File: src/rtl/scb_pkg.sv
package scb_pkg;

  // configuration port
  localparam int unsigned CfgDataBits  = 12;
  localparam int unsigned CfgIndexBits = 2;

  typedef logic [CfgIndexBits-1:0] cfg_index_t;

  localparam cfg_index_t CfgFrameWidth  = 2'd0;
  localparam cfg_index_t CfgFrameHeight = 2'd1;
  localparam cfg_index_t CfgPixelFormat = 2'd2;

  // pixel formats
  localparam logic FmtRgb24 = 1'b0;
  localparam logic FmtYuyv  = 1'b1;

  // geometry
  localparam int unsigned DimBits   = 12;  // effective width / height, up to 2048
  localparam int unsigned CountBits = 11;  // column, row and scroll counters
  localparam int unsigned BarCount  = 8;
  localparam int unsigned BarBits   = 4;   // bar index over a strip two widths long

  typedef logic [DimBits-1:0]   dim_t;
  typedef logic [CountBits-1:0] count_t;

  localparam dim_t MinLineWidth = 12'd8;
  localparam dim_t MaxLineWidth = 12'd2048;
  localparam dim_t MinHeight    = 12'd1;
  localparam dim_t MaxHeight    = 12'd2048;

  localparam dim_t FrameWidthReset  = 12'd640;
  localparam dim_t FrameHeightReset = 12'd480;

  typedef logic [7:0] byte_t;

  typedef struct packed {
    byte_t b0;
    byte_t b1;
    byte_t b2;
  } pixel_t;

  // r, g, b of each bar
  function automatic pixel_t rgb_color(input logic [2:0] color);
    pixel_t px;
    unique case (color)
      3'd0:    px = '{8'd255, 8'd255, 8'd255};
      3'd1:    px = '{8'd255, 8'd255, 8'd0};
      3'd2:    px = '{8'd0,   8'd255, 8'd255};
      3'd3:    px = '{8'd0,   8'd255, 8'd0};
      3'd4:    px = '{8'd255, 8'd0,   8'd255};
      3'd5:    px = '{8'd255, 8'd0,   8'd0};
      3'd6:    px = '{8'd0,   8'd0,   8'd255};
      default: px = '{8'd0,   8'd0,   8'd0};
    endcase
    return px;
  endfunction

  // bt.601 y, u, v of each bar
  function automatic pixel_t yuv_color(input logic [2:0] color);
    pixel_t px;
    unique case (color)
      3'd0:    px = '{8'd235, 8'd128, 8'd128};
      3'd1:    px = '{8'd210, 8'd16,  8'd146};
      3'd2:    px = '{8'd170, 8'd166, 8'd16};
      3'd3:    px = '{8'd145, 8'd54,  8'd34};
      3'd4:    px = '{8'd106, 8'd202, 8'd222};
      3'd5:    px = '{8'd81,  8'd90,  8'd240};
      3'd6:    px = '{8'd41,  8'd240, 8'd110};
      default: px = '{8'd16,  8'd128, 8'd128};
    endcase
    return px;
  endfunction

endpackage

File: src/rtl/scb_bar_lookup.sv
module scb_bar_lookup (
  input  scb_pkg::dim_t   width,
  input  scb_pkg::dim_t   pos,
  input  logic            pixel_format,
  output scb_pkg::pixel_t pixel
);

  localparam int unsigned Bars      = 2 * scb_pkg::BarCount;
  localparam int unsigned ProdBits  = scb_pkg::DimBits + 5;
  localparam int unsigned StartBits = ProdBits - 3;

  logic [StartBits-1:0]       bar_start [Bars];
  logic [ProdBits-1:0]        prod      [Bars];
  logic [scb_pkg::BarBits-1:0] bar;
  logic                       chroma_v;
  scb_pkg::pixel_t            rgb_px;
  scb_pkg::pixel_t            yuv_px;

  // bar starts: floor(i * width / 8), constant multiples of the width
  always_comb begin
    for (int i = 0; i < Bars; i++) begin
      prod[i]      = ProdBits'(i) * ProdBits'(width);
      bar_start[i] = prod[i][ProdBits-1:3];
    end
  end

  // starts rise strictly, so the last start at or below pos wins
  always_comb begin
    bar = '0;
    for (int i = 1; i < Bars; i++) begin
      if (bar_start[i] <= StartBits'(pos)) begin
        bar = scb_pkg::BarBits'(i);
      end
    end
  end

  // u at the first position of a bar, then alternating
  assign chroma_v = pos[0] ^ bar_start[bar][0];

  assign rgb_px = scb_pkg::rgb_color(bar[2:0]);
  assign yuv_px = scb_pkg::yuv_color(bar[2:0]);

  always_comb begin
    if (pixel_format == scb_pkg::FmtYuyv) begin
      pixel.b0 = yuv_px.b0;
      pixel.b1 = chroma_v ? yuv_px.b2 : yuv_px.b1;
      pixel.b2 = '0;
    end else begin
      pixel = rgb_px;
    end
  end

endmodule

File: src/rtl/scrolling_color_bar_generator.sv
// scrolling color bar pattern source, one pixel per transfer
// latency: a result is valid in the cycle after its tick transfer
// throughput: one tick per cycle while out_ready stays high; a pixel tick meeting a scroll
//   offset at or past a shrunk width waits out the wrap sequencer's start and its 8 steps
// reset (rst, synchronous): registers back to 640 x 480 rgb24, counters and scroll to zero,
//   output register empty
module scrolling_color_bar_generator (
  input  logic                               clk,
  input  logic                               rst,
  // configuration writes
  input  logic                               cfg_write,
  input  logic [scb_pkg::CfgIndexBits-1:0]   cfg_index,
  input  logic [scb_pkg::CfgDataBits-1:0]    cfg_data,
  // tick channel
  input  logic                               in_valid,
  output logic                               in_ready,
  input  logic                               pixel_tick,
  // pixel channel
  output logic                               out_valid,
  input  logic                               out_ready,
  output logic [7:0]                         byte0,
  output logic [7:0]                         byte1,
  output logic [7:0]                         byte2,
  output logic                               line_end,
  output logic                               frame_end
);

  localparam int unsigned WrapBits = scb_pkg::DimBits + 7;  // width shifted by up to 7

  // configuration registers
  scb_pkg::dim_t   frame_width;
  scb_pkg::dim_t   frame_height;
  logic            pixel_format;

  // scan state
  scb_pkg::count_t scroll_offset;
  scb_pkg::count_t column_count;
  scb_pkg::count_t row_count;

  // offset wrap sequencer (restoring remainder, one quotient bit a cycle)
  logic            wrap_busy;
  logic [2:0]      wrap_step;
  logic [WrapBits-1:0] wrap_rem;
  logic [WrapBits-1:0] wrap_div;

  // output register
  scb_pkg::pixel_t pixel;
  logic            pixel_line_end;
  logic            pixel_frame_end;

  // datapath
  scb_pkg::dim_t   eff_width;
  scb_pkg::dim_t   eff_height;
  scb_pkg::count_t col_eff;
  scb_pkg::count_t row_eff;
  scb_pkg::dim_t   pos;
  scb_pkg::dim_t   offset_step;
  scb_pkg::dim_t   offset_wrapped;
  scb_pkg::pixel_t pixel_next;
  logic            offset_ok;
  logic            last_col;
  logic            last_row;
  logic            take;

  // clamp geometry to the supported range
  always_comb begin
    priority if (frame_width < scb_pkg::MinLineWidth) begin
      eff_width = scb_pkg::MinLineWidth;
    end else if (frame_width > scb_pkg::MaxLineWidth) begin
      eff_width = scb_pkg::MaxLineWidth;
    end else begin
      eff_width = frame_width;
    end
    priority if (frame_height < scb_pkg::MinHeight) begin
      eff_height = scb_pkg::MinHeight;
    end else if (frame_height > scb_pkg::MaxHeight) begin
      eff_height = scb_pkg::MaxHeight;
    end else begin
      eff_height = frame_height;
    end
  end

  // offset must sit below the width before a pixel is made
  assign offset_ok = {1'b0, scroll_offset} < eff_width;

  // counters left past a shrunk geometry restart at zero
  assign col_eff = ({1'b0, column_count} >= eff_width)  ? '0 : column_count;
  assign row_eff = ({1'b0, row_count}    >= eff_height) ? '0 : row_count;

  // position on the strip, 0 .. 2W-2
  assign pos = {1'b0, scroll_offset} + {1'b0, col_eff};

  assign last_col = ({1'b0, col_eff} == eff_width - 12'd1);
  assign last_row = ({1'b0, row_eff} == eff_height - 12'd1);

  // scroll advance by two, offset is already below the width
  assign offset_step    = {1'b0, scroll_offset} + 12'd2;
  assign offset_wrapped = (offset_step >= eff_width) ? offset_step - eff_width : offset_step;

  assign wrap_rem = {{(WrapBits - scb_pkg::CountBits){1'b0}}, scroll_offset};
  assign wrap_div = {7'd0, eff_width} << wrap_step;

  // output register frees up when its pixel is taken in the same cycle;
  // a pixel tick also waits for the offset to be back below the width
  assign in_ready = !wrap_busy && (offset_ok || !pixel_tick) && (!out_valid || out_ready);
  // a zero tick is consumed without a pixel
  assign take     = in_valid && in_ready && pixel_tick;

  scb_bar_lookup u_bar_lookup (
    .width        (eff_width),
    .pos          (pos),
    .pixel_format (pixel_format),
    .pixel        (pixel_next)
  );

  // control state
  always_ff @(posedge clk) begin
    if (rst) begin
      frame_width   <= scb_pkg::FrameWidthReset;
      frame_height  <= scb_pkg::FrameHeightReset;
      pixel_format  <= scb_pkg::FmtRgb24;
      scroll_offset <= '0;
      column_count  <= '0;
      row_count     <= '0;
      wrap_busy     <= 1'b0;
      wrap_step     <= '0;
      out_valid     <= 1'b0;
    end else begin
      // register writes; unknown indexes are dropped
      if (cfg_write) begin
        unique case (cfg_index)
          scb_pkg::CfgFrameWidth:  frame_width  <= cfg_data;
          scb_pkg::CfgFrameHeight: frame_height <= cfg_data;
          scb_pkg::CfgPixelFormat: pixel_format <= cfg_data[0];
          default: ;
        endcase
      end

      if (wrap_busy) begin
        // subtract width << step where it fits, steps 7 down to 0
        if (wrap_rem >= wrap_div) begin
          scroll_offset <= scb_pkg::CountBits'(wrap_rem - wrap_div);
        end
        if (wrap_step == 3'd0) begin
          wrap_busy <= 1'b0;
        end else begin
          wrap_step <= wrap_step - 3'd1;
        end
      end else if (!offset_ok && in_valid && pixel_tick) begin
        // a pixel waits on an offset past a shrunk width: reduce it modulo the width
        wrap_busy <= 1'b1;
        wrap_step <= 3'd7;
      end else if (take) begin
        if (last_col) begin
          column_count <= '0;
          if (last_row) begin
            row_count     <= '0;
            scroll_offset <= offset_wrapped[scb_pkg::CountBits-1:0];
          end else begin
            row_count <= row_eff + 11'd1;
          end
        end else begin
          column_count <= col_eff + 11'd1;
          row_count    <= row_eff;
        end
      end

      if (take) begin
        out_valid <= 1'b1;
      end else if (out_ready) begin
        out_valid <= 1'b0;
      end
    end
  end

  // payload of the output register
  always_ff @(posedge clk) begin
    if (take) begin
      pixel           <= pixel_next;
      pixel_line_end  <= last_col;
      pixel_frame_end <= last_col && last_row;
    end
  end

  assign byte0     = pixel.b0;
  assign byte1     = pixel.b1;
  assign byte2     = pixel.b2;
  assign line_end  = pixel_line_end;
  assign frame_end = pixel_frame_end;

endmodule

File: config.mk
export PLATFORM = sky130hd
export DESIGN_NAME = scrolling_color_bar_generator
export DESIGN_NICKNAME = d
export VERILOG_FILES = /design/src/rtl/scb_pkg.sv /design/src/rtl/scb_bar_lookup.sv /design/src/rtl/scrolling_color_bar_generator.sv
export SDC_FILE = /design/constraint.sdc
export NUM_CORES = 1
export LEC_CHECK = 0
export ABC_CLOCK_PERIOD_IN_PS = 23800
export CAP_MARGIN = 10
export CORE_AREA = 5 5 188 145
export CTS_BUF_LIST = sky130_fd_sc_hd__clkbuf_2
export DETAILED_ROUTE_END_ITERATION = 6
export DIE_AREA = 0 0 193 150
export DONT_BUFFER_PORTS = 1
export GPL_TIMING_DRIVEN = 0
export PLACE_DENSITY = 0.95
export SETUP_SLACK_MARGIN = 0.02
export SLEW_MARGIN = 10
export SYNTH_ARGS = -nofsm -noshare
export SYNTH_HDL_FRONTEND = slang
export SYNTH_SLANG_ARGS = --single-unit
File: constraint.sdc
create_clock -name clk -period 23.8 [get_ports clk]
set_clock_uncertainty 0.2 [all_clocks]
set_input_delay 4.76 -clock clk [delete_from_list [all_inputs] [get_ports clk]]
set_output_delay 4.76 -clock clk [all_outputs]
set_load 0.01 [all_outputs]
==> metrics, run 1 <==
status finished, final reports clean; GR Layer Usage met1 52.7%; worst stage delay on the critical path ~720 ps; Post-CTS Setup Repair Bufs 0; Die Width between 150 and 200 µm; met2 GRT Util 55.3%; Netlist cell types 98; largest family of logic cells by synthesized area adder cells; GR Util All Layers 37.4%; HP Class flop to flop; Synth Area in Compound Gates 23.5%; Worst Path Arrival 13390 ps; CTS tree yes; worst-margin pin slew around 1200 ps; mux contribution to synthesized area 2.12%; library cell with the largest summed area after synthesis ha_1; Final min period roughly 13000 ps; Max-Cap Viols 0; Critical Path Sink Type flop; Rows 51; NumNets Final 2592; GRT met3 Usage 9.93%; Clock Sinks between 80 and 90; Skew-Pair Late Insertion Delay 610 ps; sequential-to-total area share from yosys stat 10.4%; Register-to-Register Setup Slack between 10000 and 15000 ps; drt initial violations 2230; global route overflow 0; mapped cell area 17300 µm²; area delta synth->final 3.85%; setup ws final about 11000 ps; Core ar. 25300 µm²; Synth Area in Simple Gates slightly above 20%; Rel. slew slack 15.9%; CTS root buffer clkbuf_2; Synthesis Warnings 0; RSZ-0062 raised after global routing no; syn nets 2574; chip height roughly 150 µm; starting density of the core 68.3%; DRC viols 0; PD cells around 43 nW/µm²; initial antenna violation count 2; Fillers between 1500 and 2000; Final Instance Area ~18000 µm²; H-tree depth 3; via density per instance 6.91; CP Launch Type flop; synth top area cells ha_1, dfxtp_1, fa_1; Slowest-stage cell, CP inv_1; placed inst area 17900 µm²; VDD IR max 43.8 µV; Initial DRT Pass Iterations 7; I/O pin cnt 48; ys flop type dfxtp_1; Final Max Slew Viols 0; average wire per cell in the routed design 21.9 µm; share of post-route cells with drive strength above 1 around 4.3%; Post-synth EDFFs 18; Post-DP HPWL 43300 µm; Hold-fix buffers, CTS 0; Final Power 0.000773 W; antenna-violating nets left 0; crit-path max FO 14; GPL Wtd Cong approximately 0.99; Post-Synthesis Cells 2178; count of final setup violators 0; die area between 20000 and 30000 µm²; largest buffer count on any clock path 2; Resized cells post-CTS 0; TNS Setup 0 ps; pre-CTS setup slack 11300 ps; final core utilization 70.9%; LEAKAGE about 8.4 nW; I/O Buffers 0; FMAX roughly 0.076 GHz; Async S/R FF share, synth 0%; global-route wire length before repair 86500 µm; DR vias about 18000; Synth top area share ~23%; vias in the first global route about 16000; Num CTS Buffers 9; CP Data Required Time 23980 ps; post-synthesis register bit count 81; clock transition at the registers of the reported paths 260 ps; post-route clock period utilization 55.5%; GR peak layer met2; Final Hold Fails 0; most frequent CP cell a21o_1; Total Routed Length 55700 µm; WS Path Type flop to flop; largest net degree at the start of global routing 27; Synth Area in Adders between 30% and 40%; xor/xnor cell area share of the yosys netlist 7.70%; syn_area_per_cell approximately 7.9 µm²
-- state kept, by name (all words and copies together) (netlist names) --
register	count
frame_width	12
byte1	8
row_count	11
byte2	1
byte0	7
out_valid	1
frame_end	1
frame_height	12
line_end	1
column_count	11
wrap_busy	1
pixel_format	1
wrap_step	3
scroll_offset	11
-- where the power goes --
part           internal (W)  switching [W]  total [W]
combinational      0.000209       0.000318   0.000527
clock             0.0000148      0.0000582  0.0000730
sequential         0.000162      0.0000107   0.000173
total              0.000386       0.000386   0.000773
-- final cells by class --
class                      instances  area, µm²  share of cell area, %
multi-input combinational       1840      14500                   80.8
sequential                        81       1800                   10.0
inverter                         188        711                   3.96
tap                              344        430                   2.40
buffer                            69        307                   1.71
timing repair buffer               7       93.8                  0.522
clock inverter                     7       52.6                  0.292
clock buffer                       9       45.0                  0.251
antenna                            1       2.50                 0.0139
-- path summary, 6_finish.rpt --
kind	end	start	cells past startpoint
setup / recovery	byte1[5]	frame_width[11]	41
hold / removal	frame_width[1]	frame_width[1]	2
setup reg to reg	byte1[5]	frame_width[11]	41
hold reg to reg	frame_width[1]	frame_width[1]	2
-- synthesized netlist by cell type (all sizes together), types with 8 or more instances --
library cell / n
nor4: 19
fa: 59
o21ai: 106
nand2: 152
nand2b: 36
or3: 14
inv: 184
ha: 317
nor3: 51
or4: 10
a21oi: 161
xor2: 36
a211o: 8
and2: 18
and3: 22
a31oi: 23
a221oi: 12
o22ai: 13
o21a: 26
nor2b: 35
o211ai: 22
and4: 10
mux2i: 31
a21o: 78
buf: 25
o21bai: 20
nand3b: 22
a211oi: 30
edfxtp: 18
clkbuf: 44
nor2: 148
xnor2: 101
a2111oi: 12
nand3: 58
nand4: 41
dfxtp: 63
-- per-layer routing --
layer | part of all wire [%] | wire (µm)
met1 | 40 | 22400
met2 | 41 | 22900
met3 | 15 | 8160
met4 | 3.9 | 2190
met5 | 0.050 | 28
-- cells by family (layout without fill, tap and decap cells) --
logic type               after synthesis  in the layout
multiplexers                          36             36
AND/OR/NAND/NOR                      676            676
other                                  0              1
buffers and inverters                257            280
adder cells (fa/ha/maj)              382            382
flip-flops                            81             81
AO/OA/AOI/OAI                        604            604
XOR/XNOR                             142            142
-- critical path: cells and delay by family (launching register included) --
kind            cells  cell delay, ps
flops               1             370
mux                 2             380
compound gates     18            3930
buf+inv            10            4360
fa+ha+maj           4            1190
simple gates        7            2500
-- cells in the final DEF (no fill, tap or decap), types with 26 or more instances in the layout --
cell type,netlist,routed
nand2_1,152,152
nand3_1,57,57
nor2b_1,35,35
a21o_1,78,78
xor2_1,35,33
mux2i_1,31,31
xnor2_1,101,99
nor2_1,148,147
ha_1,317,317
nor3_1,51,51
a211oi_1,29,29
clkbuf_1,44,42
a21oi_1,161,161
inv_1,179,179
o21a_1,26,26
nand4_1,41,41
dfxtp_1,63,63
nand2b_1,36,36
o21ai_0,102,102
fa_1,59,59
-- stage by stage --
step / hold slack (ps) / cells
floorplan: 237 / 2178
global placement: 244 / 2522
detailed placement: 247 / 2529
CTS: 273 / 2545
global route: 290 / 2546
finish: 273 / 2546
(Power assumes the default switching activity.)
==> run 2, diff against run 1 <==
ABC_AREA = 1   (was not set)
ABC_CLOCK_PERIOD_IN_PS = 12250   (was 23800)
CORE_AREA = 5 5 192 148   (was 5 5 188 145)
DIE_AREA = 0 0 197 153   (was 0 0 193 150)
clock period = 12.25 ns   (was 23.8 ns; I/O delays follow)
==> run 2 against run 1 <==
Net effect:
- the run now ends with design-rule violations left
- maximum frequency rose by 49%
- final cell count rose by 17%
- largest cell class unchanged
- clock power rose to 2.6 times the previous value
- count of clock-buffer cells in the layout did not move
- worst setup slack got worse by 7200 ps
- sequential power rose by 96%
- critical path depth fell by 1
- register-to-register slack got worse by 7200 ps
- via count rose by 3.2%
- global-route usage fell by 2.6 points
- synthesized area rose by 1.7%
- core utilization fell by 1.7 points
==> metrics, run 2 <==
status finished, violations left; failing checks design-rule violations; Final min period 8850 ps (-4360 ps); largest net degree at the start of global routing 22 (-19%); most frequent CP cell nand2_1; synth cell count leaders nand2_1, inv_1, ha_1; Synth top area share 22.5% (-0.38 points); Final Hold Fails 0 (unchanged); worst stage delay on the critical path 930 ps (+210 ps); RSZ-0062 raised after global routing no; H-tree depth 3 (unchanged); dpl cells 2968 (+17%); GPL Wtd Cong 0.985 (-0.64%); Post-synth EDFFs 18 (unchanged); HP Class flop to flop; share of post-route cells with drive strength above 1 6.65% (+2.3 points); area of the multi-input gates 14100 µm² (-3.0%); average wire per cell in the routed design 18.1 µm (-17%); drt initial violations 1990 (-11%); VDD IR max 103 µV (+140%); final std cells w/o fill 2985 (+17%); I/O pin cnt 48 (unchanged); Clock Sinks 81 (unchanged); WS Path Type flop to flop; antenna-violating nets left 0 (unchanged); starting density of the core 66.6% (-1.7 points); NumNets Final 3024 (+17%); Resized cells post-CTS 0 (unchanged); post-route clock period utilization 72.3% (+17 points); M1 WL 21600 µm (-3.9%); syn_area_per_cell 6.74 µm² (-15%); Post-CTS Setup Repair Bufs 0 (unchanged); area delta synth->final 3.99%; Worst Path Buf+Inv 6 (-4); Hold WS 298 ps (+25.1 ps); GR Util All Layers 34.8% (-2.6 points); clock transition at the registers of the reported paths 260 ps (about the same); Total Routed Length 54100 µm (-2.9%); Netlist cell types 65 (-34%); metal3 WL 5830 µm (-29%); Worst Path Arrival 9050 ps (-4340 ps); Storage cell area 1800 µm² (unchanged); Async S/R FF share, synth 0% (unchanged); Max-Cap Viols 0 (unchanged); I/O Buffers 0 (unchanged); Core ar. 26400 µm² (+4.3%); global route overflow 0 (unchanged); Rel. slew slack 18.0% (+2.1 points); Post-Synthesis Cells 2612 (+20%); Num CTS Buffers 9 (unchanged); ys flop type dfxtp_1; Max Used Layer met4; DR vias 18200 (+3.2%); R2R depth 40 (-2.4%); CP Launch Type flop; top-count cell post-synth nand2_1; Regs by FF count frame_height (12), frame_width (12); TNS Setup 0 ps (unchanged); final core utilization 69.3% (-1.7 points); FMAX 0.113 GHz (+49%); CTS tree yes; count of final setup violators 0 (unchanged); PD cells 110 nW/µm² (+160%); CP Data Required Time 12450 ps (-11530 ps); routed wl met2 23900 µm (+4.4%); library cell with the largest summed area after synthesis ha_1; critical path depth in cells 40 (-2.4%); Post-DP HPWL 42100 µm (-2.8%); Slowest-stage cell, CP inv_1; Hold-fix buffers, CTS 0 (unchanged); Rows 52 (+2.0%); chip height 153 µm (+2.0%); mapped cell area 17600 µm² (+1.7%); commonest non-fill, non-tap cells in the layout nand2_1, inv_1, ha_1; Final Power 0.00202 W (+160%); sequential-to-total area share from yosys stat 10.2% (-0.17 points); Final Max Slew Viols 0 (unchanged); Skew-Pair Late Insertion Delay 610 ps (about the same); worst-margin pin slew 1230 ps (-14.9 ps); die area 30100 µm² (+4.1%); DRC viols 3 (+3); CTS root buffer clkbuf_2; global-route wire length before repair 86200 µm (-0.32%); Initial DRT Pass Iterations 7 (unchanged); syn nets 3008 (+17%); vias in the first global route 17400 (+5.6%); synth top area cells ha_1, nand2_1, inv_1; Die Width 197 µm (+2.1%); initial antenna violation count 1 (-1); largest buffer count on any clock path 2 (unchanged); Worst Hold Depth 2 (unchanged); Fillers 2215 (+12%); crit-path max FO 13 (-1); LEAKAGE 9.66 nW (+15%); CP top delay family simple AND/OR/NAND/NOR gates; Critical Path Sink Type flop; post-synthesis register bit count 81 (unchanged); Synthesis Warnings 0 (unchanged); via density per instance 6.09 (-12%); commonest non-fill, non-tap cell in the layout nand2_1
[run 2: metal layers]
layer / up-vias / track usage, %
met3: 231 / 6.65
met4: 0 / 16.8
met2: 1041 / 56.1
met5: - / 0
met1: 8218 / 44.7
li1: 8674 / -
[run 2: final timing paths]
path | from | endpoint | slack [ps]
setup / recovery | frame_width[11] | byte1[3] | 3400
setup reg to reg | frame_width[11] | byte1[3] | 3400
hold / removal | column_count[0] | column_count[0] | 300
hold reg to reg | column_count[0] | column_count[0] | 300
[run 2: worst min-delay path: stages, from the launching register on]
cell and delay (ps):
dfxtp_1 370, nand2_1 60, a21oi_1 60
[run 2: cell type report]
class	instances	share of cell area, %
Multi-Input combinational cell	2098	77.0
Sequential cell	81	9.85
Inverter	387	7.99
Tap cell	351	2.40
Buffer	46	1.50
Clock inverter	7	0.581
Timing Repair Buffer	5	0.410
Clock buffer	9	0.246
Antenna cell	1	0.0137
[run 2: kinds of logic after synthesis]
logic type | count (synthesis) | synth area share, %
buffers and inverters | 433 | 9.88
adders and majority gates | 376 | 29.3
AOI/OAI and AO/OA | 397 | 12.8
DFF | 81 | 10.2
xor gates and xnor gates | 128 | 6.50
and+or+nand+nor | 1197 | 31.3
[run 2: through the flow]
step | instance area (µm²) | setup WS [ps]
2_1_floorplan | 17600 | 4800
3_3_place_gp | 18000 | 2380
6_report | 18300 | 3400
5_1_grt | 18300 | 3150
4_1_cts | 18300 | 3640
3_5_place_dp | 18100 | 3670
[run 2: where the power goes]
part	internal [W]	switching [W]	leakage, nW
sequential	0.000316	0.0000232	0.683
combinational	0.000542	0.000953	8.89
clock	0.0000718	0.000115	0.0894
total	0.000930	0.00109	9.66
